[src/sv/tmc_pkg.sv]
// ----------------------------------------------------------------------------
// Thermometer menu controller package
// Shared types, key masks, view modes and reset constants.
// ----------------------------------------------------------------------------
package tmc_pkg;

  // Key masks of the active-low key sample, after inversion.
  localparam logic [4:0] KEYS_ALL  = 5'h1F;
  localparam logic [4:0] KEY_VIEW  = 5'h01;
  localparam logic [4:0] KEY_RESET = 5'h02;
  localparam logic [4:0] KEY_SET   = 5'h04;
  localparam logic [4:0] KEY_DOWN  = 5'h08;
  localparam logic [4:0] KEY_UP    = 5'h10;

  // Configuration register indexes.
  localparam logic CFG_HOLD_TICKS   = 1'b0;
  localparam logic CFG_REPEAT_DELAY = 1'b1;

  localparam logic [7:0]         HOLD_TICKS_RST   = 8'd60;
  localparam logic [7:0]         REPEAT_DELAY_RST = 8'd20;
  localparam logic signed [10:0] ALARM_LOW_RST    = 11'sd500;
  localparam logic signed [10:0] ALARM_HIGH_RST   = 11'sd800;
  localparam logic [5:0]         LEDS_OFF         = 6'h3F;
  localparam logic [7:0]         SIGN_MINUS       = 8'h80;

  typedef enum logic [2:0] {
    MODE_CUR    = 3'd0,
    MODE_MIN    = 3'd1,
    MODE_MAX    = 3'd2,
    MODE_SET_LO = 3'd3,
    MODE_SET_HI = 3'd4
  } mode_e;

  typedef struct packed {
    logic       func;
    logic [4:0] keys;
    logic       meas_ok;
    logic       meas_sign;
    logic [6:0] meas_whole;
    logic [3:0] meas_tenths;
  } tmc_item_t;

  typedef struct packed {
    mode_e      view_mode;
    logic [5:0] led_bits;
    logic [7:0] digit_sign;
    logic [7:0] digit_hundreds;
    logic [7:0] digit_tens;
    logic [7:0] digit_ones;
  } tmc_res_t;

endpackage

[src/sv/tmc_disp.sv]
// ----------------------------------------------------------------------------
// Thermometer display encoder
// Turns a signed value in tenths into four seven-segment codes.
// ----------------------------------------------------------------------------
module tmc_disp import tmc_pkg::*; (
  input  logic signed [11:0] val_i,
  output logic [3:0][7:0]    dig_o
);

  function automatic logic [7:0] seg(input logic [3:0] d);
    logic [7:0] s;
    case (d)
      4'd0:    s = 8'b00111111;
      4'd1:    s = 8'b00000110;
      4'd2:    s = 8'b01011011;
      4'd3:    s = 8'h4F;
      4'd4:    s = 8'h66;
      4'd5:    s = 8'h6D;
      4'd6:    s = 8'h7D;
      4'd7:    s = 8'h07;
      4'd8:    s = 8'h7F;
      4'd9:    s = 8'b01101111;
      default: s = 8'h00;
    endcase
    return s;
  endfunction

  logic        neg;
  logic [11:0] mag;
  logic [9:0]  m;
  logic [15:0] prod_h;
  logic [3:0]  hund;
  logic [9:0]  hund_x100;
  logic [6:0]  rem;
  logic [14:0] prod_t;
  logic [3:0]  tens;
  logic [3:0]  ones;

  always_comb begin
    neg  = val_i[11];
    mag  = neg ? 12'(-val_i) : 12'(val_i);
    m    = (mag > 12'd999) ? 10'd999 : mag[9:0];
    // Division by 100 and by 10 through reciprocal multiplication; exact
    // over the whole saturated range.
    prod_h    = 16'(m) * 16'd41;
    hund      = prod_h[15:12];
    hund_x100 = 10'(hund) * 10'd100;
    rem       = 7'(m - hund_x100);
    prod_t    = 15'(rem) * 15'd205;
    tens      = prod_t[14:11];
    ones      = 4'(rem - 7'(tens) * 7'd10);

    dig_o[3] = neg ? SIGN_MINUS : 8'h00;
    dig_o[2] = (m < 10'd100) ? 8'h00 : seg(hund);
    dig_o[1] = 8'h80 | seg(tens);
    dig_o[0] = seg(ones);
  end

endmodule

[src/sv/tmc_core.sv]
// ----------------------------------------------------------------------------
// Thermometer menu core
// Holds the controller state and computes the next state and result word.
// ----------------------------------------------------------------------------
module tmc_core import tmc_pkg::*; (
  input  logic      clk_i,
  input  logic      rst_ni,
  input  logic      step_i,
  input  tmc_item_t item_i,
  input  logic      cfg_we_i,
  input  logic      cfg_idx_i,
  input  logic [7:0] cfg_data_i,
  output tmc_res_t  res_o
);

  function automatic logic signed [10:0] sat_thr(input logic signed [10:0] v,
                                                 input logic signed [1:0]  d);
    logic signed [11:0] s;
    s = 12'(v) + 12'(d);
    if (s > 12'sd999)  s = 12'sd999;
    if (s < -12'sd999) s = -12'sd999;
    return s[10:0];
  endfunction

  logic [7:0]         hold_ticks_q, repeat_delay_q;
  mode_e              mode_q, mode_d, mode_a;
  logic [7:0]         hold_q, hold_d, hold_a;
  logic [4:0]         prev_keys_q, prev_keys_d;
  logic               latch_q, latch_d;
  logic [7:0]         rpt_q, rpt_d;
  logic signed [11:0] now_q, now_d, low_q, low_d, high_q, high_d;
  logic signed [10:0] alo_q, alo_d, ahi_q, ahi_d;
  logic               seen_q, seen_d;
  logic [3:0][7:0]    dig_q, dig_d;
  logic [5:0]         led_q, led_d;

  logic [4:0]         act;
  logic               all_rel, hit;
  logic signed [1:0]  step;
  logic signed [11:0] show_val, meas_val;
  logic [11:0]        meas_mag;
  logic [3:0][7:0]    show_dig;

  tmc_disp u_disp (
    .val_i (show_val),
    .dig_o (show_dig)
  );

  always_comb begin
    mode_d      = mode_q;
    hold_d      = hold_q;
    prev_keys_d = prev_keys_q;
    latch_d     = latch_q;
    rpt_d       = rpt_q;
    now_d       = now_q;
    low_d       = low_q;
    high_d      = high_q;
    alo_d       = alo_q;
    ahi_d       = ahi_q;
    seen_d      = seen_q;
    dig_d       = dig_q;
    led_d       = led_q;
    mode_a      = mode_q;
    hold_a      = hold_q;
    step        = 2'sd0;
    show_val    = now_q;

    act      = ~item_i.keys;
    all_rel  = (item_i.keys == KEYS_ALL);
    hit      = !all_rel && (item_i.keys == prev_keys_q);
    meas_mag = 12'(item_i.meas_whole) * 12'd10 + 12'(item_i.meas_tenths);
    meas_val = item_i.meas_sign ? -$signed(meas_mag) : $signed(meas_mag);

    if (!item_i.func) begin
      // A held pattern acts once on its first repeated sample.
      if (hit && !latch_q) begin
        case (act)
          KEY_VIEW: begin
            if (mode_q == MODE_CUR) begin
              mode_a = MODE_MIN;
              hold_a = hold_ticks_q;
            end else begin
              mode_a = MODE_CUR;
              hold_a = 8'd0;
            end
          end
          KEY_RESET: begin
            low_d  = now_q;
            high_d = now_q;
          end
          KEY_SET: mode_a = (mode_q == MODE_SET_LO) ? MODE_SET_HI : MODE_SET_LO;
          default: ;
        endcase
      end
      if (hit) latch_d = 1'b1;

      // Nudge keys never change the mode, so the old mode selects the target.
      if (hit && (rpt_q == 8'd0 || rpt_q > repeat_delay_q)) begin
        if (act == KEY_DOWN)    step = -2'sd1;
        else if (act == KEY_UP) step = 2'sd1;
        if (step != 2'sd0) begin
          if (mode_q == MODE_SET_LO) alo_d = sat_thr(alo_q, step);
          if (mode_q == MODE_SET_HI) ahi_d = sat_thr(ahi_q, step);
        end
      end
      if (hit && rpt_q <= repeat_delay_q && rpt_q != 8'hFF) rpt_d = rpt_q + 8'd1;
      if (all_rel) begin
        latch_d = 1'b0;
        rpt_d   = 8'd0;
      end
      prev_keys_d = item_i.keys;

      mode_d = mode_a;
      hold_d = hold_a;
      if (hold_a != 8'd0) begin
        hold_d = hold_a - 8'd1;
      end else if (mode_a == MODE_MIN) begin
        mode_d = MODE_MAX;
        hold_d = hold_ticks_q;
      end else if (mode_a == MODE_MAX) begin
        mode_d = MODE_CUR;
      end

      case (mode_d)
        MODE_MIN:    show_val = low_d;
        MODE_MAX:    show_val = high_d;
        MODE_SET_LO: show_val = 12'(alo_d);
        MODE_SET_HI: show_val = 12'(ahi_d);
        default:     show_val = now_q;
      endcase
      if (mode_d <= MODE_SET_HI) begin
        dig_d      = show_dig;
        led_d[4:0] = ~(5'd1 << mode_d);
      end
      led_d[5] = !((now_q < 12'(alo_d)) || (now_q > 12'(ahi_d)));
    end else if (item_i.meas_ok) begin
      now_d = meas_val;
      if (!seen_q) begin
        low_d  = meas_val;
        high_d = meas_val;
        seen_d = 1'b1;
      end else begin
        if (meas_val < low_q)  low_d  = meas_val;
        if (meas_val > high_q) high_d = meas_val;
      end
    end

    res_o.view_mode      = mode_d;
    res_o.led_bits       = led_d;
    res_o.digit_sign     = dig_d[3];
    res_o.digit_hundreds = dig_d[2];
    res_o.digit_tens     = dig_d[1];
    res_o.digit_ones     = dig_d[0];
  end

  always_ff @(posedge clk_i or negedge rst_ni) begin
    if (!rst_ni) begin
      hold_ticks_q   <= HOLD_TICKS_RST;
      repeat_delay_q <= REPEAT_DELAY_RST;
    end else if (cfg_we_i) begin
      case (cfg_idx_i)
        CFG_HOLD_TICKS:   hold_ticks_q   <= cfg_data_i;
        CFG_REPEAT_DELAY: repeat_delay_q <= cfg_data_i;
        default: ;
      endcase
    end
  end

  always_ff @(posedge clk_i or negedge rst_ni) begin
    if (!rst_ni) begin
      mode_q      <= MODE_CUR;
      hold_q      <= 8'd0;
      prev_keys_q <= 5'd0;
      latch_q     <= 1'b0;
      rpt_q       <= 8'd0;
      now_q       <= 12'sd0;
      low_q       <= 12'sd0;
      high_q      <= 12'sd0;
      alo_q       <= ALARM_LOW_RST;
      ahi_q       <= ALARM_HIGH_RST;
      seen_q      <= 1'b0;
      dig_q       <= '0;
      led_q       <= LEDS_OFF;
    end else if (step_i) begin
      mode_q      <= mode_d;
      hold_q      <= hold_d;
      prev_keys_q <= prev_keys_d;
      latch_q     <= latch_d;
      rpt_q       <= rpt_d;
      now_q       <= now_d;
      low_q       <= low_d;
      high_q      <= high_d;
      alo_q       <= alo_d;
      ahi_q       <= ahi_d;
      seen_q      <= seen_d;
      dig_q       <= dig_d;
      led_q       <= led_d;
    end
  end

endmodule

[src/sv/thermometer_menu_controller.sv]
// Throughput: one word per cycle unless the output stalls; each accepted word is
// held in the input register, then in the result register, and the state update
// and display encoding are one combinational step between the two registers.
// Reset: asynchronous and active low; clears the pipeline valids and puts every
// state register, threshold and configuration register at its default.
// ----------------------------------------------------------------------------
// Thermometer menu controller top level
// Stream wrapper with an input register and an output register around the core.
// ----------------------------------------------------------------------------
module thermometer_menu_controller import tmc_pkg::*; (
  input  logic        clk_i,
  input  logic        rst_ni,
  input  logic        s_axis_tvalid,
  output logic        s_axis_tready,
  // keys[4:0], meas_ok[5], meas_sign[6], meas_whole[13:7], meas_tenths[17:14]
  input  logic [23:0] s_axis_tdata,
  // func[0]
  input  logic        s_axis_tuser,
  output logic        m_axis_tvalid,
  input  logic        m_axis_tready,
  // digit_ones[7:0], digit_tens[15:8], digit_hundreds[23:16],
  // digit_sign[31:24], led_bits[37:32], view_mode[40:38]
  output logic [47:0] m_axis_tdata,
  input  logic        cfg_we_i,
  input  logic        cfg_idx_i,
  input  logic [7:0]  cfg_data_i
);

  logic      in_vld_q;
  tmc_item_t in_q;
  logic      out_vld_q;
  tmc_res_t  out_q;
  tmc_res_t  res;
  logic      adv, fire;

  assign adv           = !out_vld_q || m_axis_tready;
  assign fire          = in_vld_q && adv;
  assign s_axis_tready = !in_vld_q || adv;

  tmc_core u_core (
    .clk_i      (clk_i),
    .rst_ni     (rst_ni),
    .step_i     (fire),
    .item_i     (in_q),
    .cfg_we_i   (cfg_we_i),
    .cfg_idx_i  (cfg_idx_i),
    .cfg_data_i (cfg_data_i),
    .res_o      (res)
  );

  always_ff @(posedge clk_i or negedge rst_ni) begin
    if (!rst_ni) begin
      in_vld_q  <= 1'b0;
      out_vld_q <= 1'b0;
    end else begin
      if (s_axis_tready) in_vld_q <= s_axis_tvalid;
      if (fire)          out_vld_q <= 1'b1;
      else if (m_axis_tready) out_vld_q <= 1'b0;
    end
  end

  always_ff @(posedge clk_i) begin
    if (s_axis_tvalid && s_axis_tready) begin
      in_q.func        <= s_axis_tuser;
      in_q.keys        <= s_axis_tdata[4:0];
      in_q.meas_ok     <= s_axis_tdata[5];
      in_q.meas_sign   <= s_axis_tdata[6];
      in_q.meas_whole  <= s_axis_tdata[13:7];
      in_q.meas_tenths <= s_axis_tdata[17:14];
    end
    if (fire) out_q <= res;
  end

  assign m_axis_tvalid = out_vld_q;
  assign m_axis_tdata  = {7'd0, out_q.view_mode, out_q.led_bits, out_q.digit_sign,
                          out_q.digit_hundreds, out_q.digit_tens, out_q.digit_ones};

`ifndef SYNTH
  // An empty output register never holds back the input side.
  a_ready_when_empty: assert property (@(posedge clk_i) disable iff (!rst_ni)
    !out_vld_q |-> s_axis_tready) else $error("input stalled with empty output");

  // A processed word always lands in the output register.
  a_fire_lands: assert property (@(posedge clk_i) disable iff (!rst_ni)
    fire |=> out_vld_q) else $error("processed word lost");

  // At most one mode LED is lit.
  a_mode_led: assert property (@(posedge clk_i) disable iff (!rst_ni)
    out_vld_q |-> $countones(~out_q.led_bits[4:0]) <= 1)
    else $error("more than one mode LED lit");

  // The sign digit only ever shows the minus segment.
  a_sign_digit: assert property (@(posedge clk_i) disable iff (!rst_ni)
    out_vld_q |-> (out_q.digit_sign == 8'h00 || out_q.digit_sign == SIGN_MINUS))
    else $error("bad sign digit");
`endif

endmodule

[config.mk]
export PLATFORM = sky130hd
export DESIGN_NAME = thermometer_menu_controller
export DESIGN_NICKNAME = d
export VERILOG_FILES = /design/src/sv/tmc_pkg.sv /design/src/sv/tmc_disp.sv /design/src/sv/tmc_core.sv /design/src/sv/thermometer_menu_controller.sv
export SDC_FILE = /design/constraint.sdc
export NUM_CORES = 1
export LEC_CHECK = 0
export BUFFER_PORTS_ARGS = -buffer_cell sky130_fd_sc_hd__buf_4
export CORE_MARGIN = 8
export CORE_UTILIZATION = 51
export CTS_CLUSTER_DIAMETER = 120
export DETAILED_ROUTE_END_ITERATION = 12
export GPL_ROUTABILITY_DRIVEN = 1
export PLACE_DENSITY = 0.68
export SLEW_MARGIN = 20
export SYNTH_ARGS = -nofsm -noshare
export SYNTH_HDL_FRONTEND = slang
export SYNTH_SLANG_ARGS = --single-unit
[constraint.sdc]
create_clock -name clk_i -period 24.7 [get_ports clk_i]
set_clock_uncertainty 0.15 [all_clocks]
set_input_delay 1.235 -clock clk_i [delete_from_list [all_inputs] [get_ports clk_i]]
set_output_delay 1.235 -clock clk_i [all_outputs]
set_load 0.01 [all_outputs]
==> results of run 1 <==
[flip-flops by register name (all words and copies together), names as in the netlist, 8 cells and up]
signal                 cells
u_core.hold_ticks_q        8
u_core.ahi_q              11
m_axis_tdata              41
u_core.now_q              12
u_core.alo_q              11
u_core.repeat_delay_q      8
u_core.low_q              12
in_q                      19
u_core.high_q             12
u_core.rpt_q               8
u_core.dig_q              32
u_core.hold_q              8
[logic make-up (layout without fill, tap and decap cells)]
| group | after synthesis | count (layout) | synth area share |
|---|---|---|---|
| AND/OR/NAND/NOR | 556 | 556 | 0.164 |
| AO/OA/AOI/OAI | 564 | 564 | 0.234 |
| flip-flops | 200 | 200 | 0.325 |
| adder cells (fa/ha/maj) | 198 | 198 | 0.158 |
| XOR/XNOR | 65 | 65 | 0.0360 |
| other | 1 | 7 | 0.000228 |
| buffers and inverters | 191 | 235 | 0.0485 |
| multiplexers | 52 | 52 | 0.0340 |
[cells in the final DEF (no fill, tap or decap), types with 19 or more instances in the layout]
| cell type | synthesis | routed |
|---|---|---|
| edfxtp_1 | 60 | 60 |
| nand3_1 | 33 | 33 |
| nor2b_1 | 24 | 24 |
| nand2_1 | 205 | 203 |
| inv_1 | 112 | 112 |
| dfstp_2 | 21 | 21 |
| xor2_1 | 25 | 25 |
| a21oi_1 | 91 | 91 |
| buf_4 | 8 | 88 |
| nor2_1 | 108 | 108 |
| a21o_1 | 25 | 25 |
| xnor2_1 | 38 | 38 |
| and2_1 | 27 | 27 |
| nand2b_1 | 20 | 20 |
| a31oi_1 | 26 | 26 |
| mux2i_1 | 22 | 22 |
| dfrtp_1 | 119 | 119 |
| mux2_2 | 30 | 30 |
| or3_1 | 19 | 19 |
| o21ai_0 | 160 | 160 |
| ha_1 | 179 | 179 |
| nor3_1 | 40 | 39 |
| o21a_1 | 29 | 29 |
| a22oi_1 | 43 | 43 |
[critical path, delay by kind of cell (launching register included)]
kind                     cells  cell delay, ps
AO/OA/AOI/OAI               22            5130
adder cells (fa/ha/maj)     14            5010
AND/OR/NAND/NOR             13            3570
XOR/XNOR                     5            1590
multiplexers                 3            1380
flip-flops                   1             540
buffers and inverters        2             200
[final cells by class]
cell class	count	share of cell area
Multi-Input combinational cell	1442	0.579
Sequential cell	200	0.299
Timing Repair Buffer	89	0.0377
Tap cell	402	0.0282
Clock buffer	19	0.0254
Inverter	114	0.0240
Clock inverter	13	0.00632
[through the flow]
stage          hold WS, ps  worst slack (ps)  instance area, µm²
3_3_place_gp           292              7280               17300
6_report               308              6830               17800
3_5_place_dp           296              7000               17300
5_1_grt                331              5580               17800
4_1_cts                313              6980               17800
2_1_floorplan          275              8540               16400
[layer usage]
layer / GRT usage / vias up / routed length, µm / share of wire
met2: 0.356 / 376 / 19200 / 0.46
met4: 0.0727 / 0 / 1060 / 0.025
met1: 0.290 / 6607 / 19200 / 0.46
met5: 0 / - / 0 / 0
met3: 0.0395 / 63 / 2170 / 0.052
li1: - / 6796 / - / -
[final timing paths]
path | cells after the start | slack [ps] | end | startpoint
setup / recovery | 59 | 6830 | m_axis_tdata[3] | in_q[16]
hold / removal | 1 | 310 | u_core.dig_q[15] | u_core.dig_q[15]
setup reg to reg | 59 | 6830 | m_axis_tdata[3] | in_q[16]
hold reg to reg | 1 | 310 | u_core.dig_q[15] | u_core.dig_q[15]
max in group asynchronous | 2 | 22440 | u_core.high_q[0] | rst_ni
min in group asynchronous | 1 | 710 | u_core.dig_q[27] | rst_ni
==> results.py, run 1 <==
metrics = {
    "run_status": {
        "outcome": "completed",
    },
    "placement": {
        "dp_cells": 2247,
        "hpwl_um": 31900,
        "gp_congestion": 0.949,
        "portBuffers": 75,
    },
    "global_route": {
        "antenna_found_initial": 0,
        "gr-total-overflow": 0,
        "grt_max_degree": 94,
        "gr-usage-all-layers": 0.219,
        "grt_pass1_wl_um": 68800,
        "grt_pass1_vias": 13373,
    },
    "routing": {
        "drc_errors": 0,
        "firstDrtPassIters": 5,
        "ant_nets": 0,
        "drt-initial-drc-count": 923,
        "routed_wl_um": 41600,
        "via_per_inst": 6.07,
        "vias": 13842,
        "drt-wirelength-per-cell_um": 18.2,
    },
    "clock_tree": {
        "htreeDepth": 4,
        "cts_setup_buffers": 0,
        "clockBufferDepth": 2,
        "cts_buffers": 17,
        "ctsRootBufferMaster": "clkbuf_16",
        "cts.sink_count": 200,
        "clk_latency_ps": 450,
        "ctsHoldBuffers": 0,
        "cts.clk_slew.worst_paths_ps": 80,
        "cts_resized": 0,
        "cts_tree": "yes",
    },
    "timing": {
        "min_period_over_period": 0.724,
        "setup_viol": 0,
        "fin_crit_ps": 17870,
        "finalMaxSlewViolations": 0,
        "hold_viol": 0,
        "fin_tns_setup_ps": 0,
        "worst_pin_slew_ps": 917,
        "slew-limit-headroom": 0.382,
        "rsz0062_at_grt": "no",
        "clock.fmax_mhz": 55.9,
    },
    "logic_synthesis": {
        "synth-main-ff-cell": "dfrtp_1",
        "syn_avg_cell_area_um2": 8.98,
        "synth_top_area_share": 0.181,
        "synth_edf_count": 60,
        "synth_area_mm2": 0.0164,
        "synth_top_area_cell": "dfrtp_1",
        "synth_async_sr_flop_share": 0.700,
        "syn-instance-count": 1827,
        "synth_area_leaders": "dfrtp_1 (18%), ha_1 (14%), edfxtp_1 (11%), o21ai_0 (4.9%), nand2_1 (4.7%)",
        "ys_ff_latch": 200,
        "post-synth-top-count-cell": "nand2_1",
        "yosys_warnings": 0,
        "netlist_top_cells_count": "nand2_1 (205), ha_1 (179), o21ai_0 (160)",
        "synth_cell_types": 102,
        "ys_seq_area_frac": 0.325,
    },
    "final_layout": {
        "multi_input_area_mm2": 0.0103,
        "post-route-util": 0.563,
        "drive_gt1_frac": 0.114,
        "fill_cells": 2828,
        "finalNonFillerCells": 2279,
        "regArea_mm2": 0.00533,
        "syn_to_final_growth_pct": 8.56,
        "antenna-diode-count": 0,
        "fin_nets": 2099,
    },
    "die": {
        "pin_count": 89,
        "rows": 65,
        "chipWidth_um": 195,
        "start_util": 0.519,
        "die_area_mm2": 0.0382,
        "die_h_um": 195,
        "coreArea_mm2": 0.0316,
    },
    "worst_setup_path": {
        "endpoint_kind": "register",
        "cpMostUsedCell": "ha_1",
        "cp.required_ps": 24730,
        "cp.arrival_ps": 17910,
        "worstPathMaxFanout": 14,
        "critPathKind": "register to register",
        "slowest_stage": "mux2i_1",
        "cpPeakStageDelay_ps": 610,
        "startpoint_type": "register",
    },
    "hold_path": {
        "hp-class": "register to register",
    },
    "flow_run": {
        "maxCapViolCount": 0,
    },
}
Power of run 1 is left out: the tool's default activity adds up to more than one toggle a clock period on the data nets, which glitch-free logic cannot reach.
==> inputs of run 2 (changes only) <==
PLACE_DENSITY = 0.71   (was 0.68)
clock period = 14.9 ns   (was 24.7 ns; I/O delays follow)
==> run 2 against run 1 <==
Flip-flop and latch count is the same. Hold slack lost 150 ps. Worst setup slack lost 6400 ps. Register-to-register slack lost 6400 ps. Non-clock buffer count grew 173. Highest routed layer unchanged.
==> results.py, run 2 (synthesized netlist as in run 1, its figures left out) <==
metrics = {
    "run_status": {
        "outcome": "completed",
    },
    "final_layout": {
        "fin_nets": 2272,
        "syn_to_final_growth_pct": 21.3,
        "drive_gt1_frac": 0.237,
        "final_common_cell": "buf_4",
        "antenna-diode-count": 0,
        "finalNonFillerCells": 2452,
        "largest_register_ffs": 41,
        "final_cell_mix": "buf_4 (253), nand2_1 (199), ha_1 (164)",
        "post-route-util": 0.629,
    },
    "die": {
        "start_util": 0.519,
        "die_h_um": 195,
        "chipWidth_um": 195,
        "die_area_mm2": 0.0382,
        "rows": 65,
        "coreArea_mm2": 0.0316,
        "pin_count": 89,
    },
    "timing": {
        "fin_crit_ps": 14450,
        "slew-limit-headroom": 0.333,
        "clock.fmax_mhz": 69.2,
        "worst_pin_slew_ps": 991,
        "finalMaxSlewViolations": 0,
        "min_period_over_period": 0.970,
        "hold_viol": 0,
        "setup_viol": 0,
    },
    "worst_setup_path": {
        "cp.required_ps": 14940,
        "cpPeakStageDelay_ps": 490,
        "cp.arrival_ps": 14490,
        "critPathKind": "register to register",
        "endpoint_kind": "register",
        "path_buf_inv": 12,
        "worstPathMaxFanout": 8,
        "startpoint_type": "register",
        "crit_family": "compound AO/OA/AOI/OAI gates",
        "slowest_stage": "fa_1",
    },
    "routing": {
        "vias": 14916,
        "via_per_inst": 6.08,
        "drc_errors": 0,
        "ant_nets": 0,
        "firstDrtPassIters": 6,
        "drt-initial-drc-count": 1016,
        "drt-wirelength-per-cell_um": 18.4,
        "routed_wl_um": 45200,
    },
    "clock_tree": {
        "cts_tree": "yes",
        "clk_latency_ps": 460,
        "ctsHoldBuffers": 0,
        "cts.clk_slew.worst_paths_ps": 80,
        "cts.sink_count": 200,
        "htreeDepth": 4,
        "ctsRootBufferMaster": "clkbuf_16",
        "cts_buffers": 17,
        "clockBufferDepth": 2,
    },
    "global_route": {
        "gr-total-overflow": 0,
        "grt_pass1_wl_um": 72100,
        "gr-usage-all-layers": 0.227,
        "antenna_found_initial": 0,
        "grt_max_degree": 78,
        "grt_pass1_vias": 14112,
    },
    "placement": {
        "portBuffers": 75,
        "dp_cells": 2389,
        "hpwl_um": 33900,
        "gp_congestion": 0.954,
    },
    "hold_path": {
        "hp-class": "input port to asynchronous set/reset pin",
    },
    "flow_run": {
        "maxCapViolCount": 0,
    },
}
==> run 2: cell types whose count changed in the layout (fill, tap and decap cells not counted), sizes merged <==
cell / change
buf: +172
clkinv: -4
inv: +3
clkbuf: +2
bufinv: +1
clkinvlp: -1
==> run 2: what timing repair did <==
action | in CTS | in global routing
gates resized for setup | 21 | 118
cloned | 0 | 1
buffers inserted | 3 | 27
endpoints found under the setup margin | 14 | 19
pin swaps | 7 | 63
endpoints found under the hold margin | 0 | 0
==> run 2: area by class of cell <==
type / instances / area (µm²)
fillers: 2652 / 11700
multi-input cells: 1442 / 11000
well taps: 402 / 503
clock buffers: 20 / 458
clock inverters: 12 / 126
inverters: 114 / 428
flip-flops and latches: 200 / 5330
repair buffers: 262 / 2030
==> run 2: worst paths after layout <==
| check | from | end | slack (ps) | cells after the start |
|---|---|---|---|---|
| min | rst_ni | u_core.repeat_delay_q[6] | 160 | 1 |
| max | in_q[16] | m_axis_tdata[6] | 450 | 63 |
| min in group clk_i | s_axis_tdata[2] | in_q[15] | 310 | 1 |
| max reg2reg | in_q[16] | m_axis_tdata[6] | 450 | 63 |
| max in group asynchronous | rst_ni | u_core.dig_q[18] | 13110 | 2 |
| min reg2reg | u_core.led_q[4] | u_core.led_q[4] | 320 | 2 |
==> run 2: through the flow <==
step	instance area, µm²	hold WS (ps)	setup TNS [ps]	setup WS [ps]
2_1_floorplan	16500	275	0	11.1
6_report	19900	156	0	445
5_1_grt	19900	206	-1020	-148
3_3_place_gp	18400	297	0	100
3_5_place_dp	18400	305	-473	-103
4_1_cts	19100	180	0	18.0
==> run 2: layer usage <==
metal / up-vias / GRT usage / wire length [µm]
li1: 7150 / - / -
met1: 7246 / 0.298 / 19800
met2: 450 / 0.382 / 22000
met3: 70 / 0.0411 / 2440
met4: 0 / 0.0576 / 906
met5: - / 0 / 0
==> run 2: worst register-to-register path: cells and delay by family, from the launching register on <==
kind	cells	cell delay, ps
fa+ha+maj	13	4020
mux	2	470
xor+xnor	4	790
buf+inv	12	1570
flops	1	450
compound gates	23	4380
simple gates	9	2350
Power of run 2 is left out for the same reason.
